### src/rtl/core/stbs_pkg.sv
// Shared constants, codes and control types for the sorted table search block.
package stbs_pkg;

   localparam int TABLE_DEPTH = 1024;
   localparam int INDEX_WIDTH = $clog2(TABLE_DEPTH);
   localparam int COUNT_WIDTH = INDEX_WIDTH + 1;
   localparam int DATA_WIDTH  = 32;

   localparam logic OP_LOAD   = 1'b0;
   localparam logic OP_SEARCH = 1'b1;

   // controller to datapath
   typedef struct packed {
      logic write;    // store the request word into the table
      logic start;    // capture key and open the search bounds
      logic issue;    // read the table at the midpoint
      logic step;     // narrow the bounds from the probe compare
      logic publish;  // load the result register
   } stbs_cmd_type;

   // datapath to controller
   typedef struct packed {
      logic range_empty;  // bounds have crossed
      logic key_equal;    // probed entry equals the key
      logic out_free;     // result register can take a word this cycle
   } stbs_status_type;

endpackage

### src/rtl/core/stbs_ctrl.sv
// Sequencer for loads and binary search probes.
module stbs_ctrl (
   input  logic                      clock,
   input  logic                      reset,
   input  logic                      req_valid,
   input  logic                      req_operation,
   output logic                      req_stall,
   input  stbs_pkg::stbs_status_type status,
   output stbs_pkg::stbs_cmd_type    cmd
);

   typedef enum logic [3:0] {
      ST_IDLE    = 4'b0001,
      ST_PROBE   = 4'b0010,
      ST_COMPARE = 4'b0100,
      ST_FINISH  = 4'b1000
   } state_type;

   state_type state_ff;
   state_type state_in;

   always_comb begin
      state_in    = state_ff;
      cmd         = '0;
      req_stall   = 1'b1;
      case (state_ff)
         ST_IDLE: begin
            req_stall = 1'b0;
            if (req_valid) begin
               if (req_operation == stbs_pkg::OP_LOAD) begin
                  cmd.write = 1'b1;
               end else begin
                  cmd.start = 1'b1;
                  state_in  = ST_PROBE;
               end
            end
         end
         ST_PROBE: begin
            if (status.range_empty) begin
               state_in = ST_FINISH;
            end else begin
               cmd.issue = 1'b1;
               state_in  = ST_COMPARE;
            end
         end
         ST_COMPARE: begin
            cmd.step = 1'b1;
            state_in = status.key_equal ? ST_FINISH : ST_PROBE;
         end
         ST_FINISH: begin
            // hold until the result register frees up
            if (status.out_free) begin
               cmd.publish = 1'b1;
               state_in    = ST_IDLE;
            end
         end
         default: begin
            state_in = ST_IDLE;
         end
      endcase
   end

   always_ff @(posedge clock) begin
      if (reset) begin
         state_ff <= ST_IDLE;
      end else begin
         state_ff <= state_in;
      end
   end

endmodule

### config.mk
export PLATFORM = sky130hd
export DESIGN_NAME = stbs_ctrl
export DESIGN_NICKNAME = d
export VERILOG_FILES = /design/src/rtl/core/stbs_pkg.sv /design/src/rtl/core/stbs_ctrl.sv
export SDC_FILE = /design/constraint.sdc
export NUM_CORES = 1
export LEC_CHECK = 0
export ABC_AREA = 1
export BUFFER_PORTS_ARGS = -buffer_cell sky130_fd_sc_hd__buf_2
export CORE_AREA = 2 2 39 41
export DETAILED_ROUTE_END_ITERATION = 16
export DIE_AREA = 0 0 41 43
export GPL_TIMING_DRIVEN = 0
export SLEW_MARGIN = 10
export SYNTH_ARGS = -nofsm -noshare
export SYNTH_HDL_FRONTEND = slang
export SYNTH_SLANG_ARGS = --single-unit
### constraint.sdc
create_clock -name clock -period 1.2 [get_ports clock]
set_input_delay 0.24 -clock clock [delete_from_list [all_inputs] [get_ports clock]]
set_output_delay 0.24 -clock clock [all_outputs]
set_load 0.03 [all_outputs]
==> results by stage <==
Clocking:
- The CTS clock-pin slew for the worst setup and hold paths is 0.04 ns.
- TritonCTS created 3 clock buffers.
- TritonCTS built the clock tree.
- In this run, post-CTS hold repair placed 0 buffers.
- The clock latency reported for the late side of the worst-skew pair is 0.23 ns.
- The root buffer selected by CTS is sky130_fd_sc_hd__clkbuf_4.
- CTS built an H-tree with a depth of 1.
- The maximum buffer depth of the clock tree is 2.
- The number of clock sinks seen by CTS is 4.

Place:
- The number of port buffers is 12.
- The post-placement cell count is 73.
- The estimated wirelength of the detail-placed design is 453.8 um.
- At the end of routability-driven placement, the weighted congestion stood at 0.7663.

Drt:
- Once detail routing completed, the nets flagged for antenna violations numbered 0.
- The post-detailed-route DRC marker count is 0.
- After the first detailed-routing iteration, the DRC count stood at 9.
- After detailed routing, the average wire length per cell comes to 9.289 um.
- The number of search-and-repair iterations in the first detailed-routing pass is 4.
- The final layout contains routed wiring with a total length of 771 um.
- Across all layers, the routed design uses 338 vias.
- After detailed routing, the number of vias per cell comes to 4.072.

Timing:
- In this run the tightest slew margin relative to its limit is 0.9002.
- Subtracting the final worst setup slack from the clock period gives 1.369 ns.
- The number of endpoints with negative hold slack in the final report is 0.
- For the final database, setup skew stands at 0.0008163 ns.
- The maximum frequency from static timing analysis is 730.5 MHz.
- For the pin with the worst max-slew slack, the measured transition is 0.1494 ns.
- Across all setup checks in the final design, the least slack found is -0.1689 ns.
- Setup violations remaining at the end of the flow were counted as 7.
- The count of final max-slew check failures is 0.
- Setup repair after global routing could not meet its margin everywhere.
- The hold slack is 0.1969 ns.
- In the finished design, the share of the clock period the worst path needs comes to 1.141.

Setup path:
- The most numerous cell on the critical path is sky130_fd_sc_hd__nor2_4.
- On the worst path, the slowest cell contributes a delay of 0.34 ns.
- Together, buffers and inverters on the worst path number 2.
- The kind of cell adding the most delay to the critical path is simple AND/OR/NAND/NOR gates.
- The signal on the critical path passes through nor2_4, nand2_4, inv_2, nand2_2, nor2_4, buf_6.
- The worst setup path category is flop to primary output.
- The cell at the slowest stage of the critical path is sky130_fd_sc_hd__dfxtp_2.
- The type of element launching the critical path is a flop.
- Data on the critical path is required at its endpoint by 0.96 ns.
- At the worst endpoint, the arrival time is 1.13 ns.
- The category of the worst setup path capture point is a primary output.
- Of all nets on the critical path, the largest fanout is 4.

Final layout:
- Once layout is complete, the utilization of the core stands at 0.3571.
- state_ff holds more flip-flops than any other register.
- The fraction of layout cells with a size suffix above 1 is 0.6418.
- The register with the most flip-flops in the layout has 4 of them.
- Summing all multi-input logic gate instances after layout gives 177.7 um2.
- The number of antenna diodes in the final layout is 0.
- After filler insertion, the fill cell instance count of the layout stands at 148.
- The final layout contains 76 nets.
- The area added between synthesis and finish is 91.75%.
- The most common cell after layout, fill and taps aside is sky130_fd_sc_hd__nand2_1.
- The largest registers in the layout are state_ff (4).
- Registers take 90.09 um2.
- The top cell types in the final layout, fill and taps aside, are 9 x sky130_fd_sc_hd__nand2_1, 8 x sky130_fd_sc_hd__buf_4, 6 x sky130_fd_sc_hd__buf_2.
- The count of non-filler cells in the finished layout is 83.

Floorplan:
- The area of the core is 1384 um2.
- In this run the horizontal extent of the chip is 41 um.
- For this configuration, the core starts out at a cell density of 0.1863.
- The number of core rows is 14.
- For this design the top-level I/O count stands at 13.
- The die is 43 um tall.
- The die covers 1763 um2.

Logic synthesis:
- The top-area cell type share of the netlist area is 0.3107.
- The largest total area in the synthesized netlist belongs to sky130_fd_sc_hd__dfxtp_1.
- In this run, distinct cell masters in the synthesized netlist total 10.
- When the netlist entered floorplanning its net count stood at 52.
- Of the synthesized area, sequential elements account for 0.3107.
- The average cell area after synthesis is 5.728 um2.
- The cell area that synthesis handed to floorplanning was 257.7 um2.
- Counting every instance in the synthesized netlist gives 45.
- The synthesized flop and latch total is 4.
- The number of synthesis warnings is 0.
- By area the synthesized netlist is led by sky130_fd_sc_hd__dfxtp_1 31%, sky130_fd_sc_hd__nand2_1 15%, sky130_fd_sc_hd__inv_1 13%, sky130_fd_sc_hd__nor2_1 12%, sky130_fd_sc_hd__nand3_1 9.7%.

Global route:
- For met1 alone, demand over resource in global routing was 0.1222.
- For met2 alone, demand over resource in global routing was 0.1500.
- After global routing the overflow that remains totals 0.
- The maximum number of pins on one net before global-route repair is 5.
- Across every metal layer, demand over resource in global routing totals 0.1044.
- The number of antenna violations at the first check in global routing is 0.
- The via count of the first global-routing pass is 305.
- The highest-utilization routing layer at the global route stage is met2.
- The first global-routing pass estimated 1.200 mm of wire.
- For met3 alone, demand over resource in global routing was 0.06283.

Run:
- The max-cap check violation count is 0.

Min path:
- The type of the tightest min-delay check is input port to flop.

Power and ir drop:
- The total leakage power is 0.2603 nW.
- Across the VDD grid, the largest voltage drop is 0.5022 mV.
- The power density of the placed cells is 1506 nW/um2.

Run status:
- The checks that failed: negative setup slack.
- The flow ran to the end, but the final reports show violations.
[layer usage]
metal	vias up	wire [um]
li1	178	-
met1	154	290
met2	6	449
met3	0	31
met4	0	0
met5	-	0
[area by class of cell]
type | count | area share
clock buffer | 3 | 0.04557
inverter | 10 | 0.07595
multi-input combinational | 31 | 0.3595
sequential | 4 | 0.1823
tap | 16 | 0.04051
timing repair buffer | 19 | 0.2962
[Yosys cell counts]
master,instances
sky130_fd_sc_hd__nand3_1,5
sky130_fd_sc_hd__nand2_1,10
sky130_fd_sc_hd__nor2_1,8
sky130_fd_sc_hd__nand2_2,2
sky130_fd_sc_hd__nor2_2,4
sky130_fd_sc_hd__nor3_1,1
sky130_fd_sc_hd__o21ai_1,1
sky130_fd_sc_hd__inv_1,9
sky130_fd_sc_hd__dfxtp_1,4
sky130_fd_sc_hd__inv_2,1
[metrics by stage]
stage | power, mW | TNS [ns] | cell area [um2] | setup slack (ns)
finish | 0.7443 | -0.6858 | 494.2 | -0.1689
global route | 0.8058 | -1.216 | 494.2 | -0.2571
CTS | 0.7376 | -0.6214 | 471.7 | -0.1741
detailed placement | 0.4418 | -0.08107 | 355.3 | -0.08107
global placement | 0.4422 | -0.08498 | 355.3 | -0.07307
floorplan | 0.3817 | -0.02822 | 275.3 | -0.02822
[final timing paths]
kind	from	to	slack, ns	cells after the start
worst max-delay path	state_ff[3]	cmd[4]	-0.17	6
worst min-delay path	reset	state_ff[2]	0.20	2
worst max register to register	state_ff[1]	state_ff[0]	-0.06	9
worst min register to register	state_ff[0]	state_ff[3]	0.68	5
[repair_timing]
action	CTS	global route
gates resized for setup	24	2
pin swaps	2	2
endpoints found under the setup margin	6	8
setup buffers	5	2
[report_power, final]
part	internal, mW	total [mW]	leakage [nW]	switching, mW
clock	0.112	0.164	0.0138	0.0522
sequential	0.160	0.188	0.0344	0.0285
combinational	0.176	0.392	0.212	0.217
total	0.447	0.744	0.260	0.297
[logic make-up (layout without fill, tap and decap cells)]
| logic type | after synthesis | count (layout) | synth area share |
|---|---|---|---|
| and+or+nand+nor | 30 | 30 | 0.5242 |
| buffers and inverters | 10 | 32 | 0.1456 |
| DFF | 4 | 4 | 0.3107 |
| AOI/OAI and AO/OA | 1 | 1 | 0.01940 |
[worst reg2reg max path: cells and delay by family (launching register included)]
family                 cells  cell delay, ns
and+or+nand+nor            6            0.46
DFF                        1            0.37
buffers and inverters      3            0.31
Power figures use the tool's default switching activity.
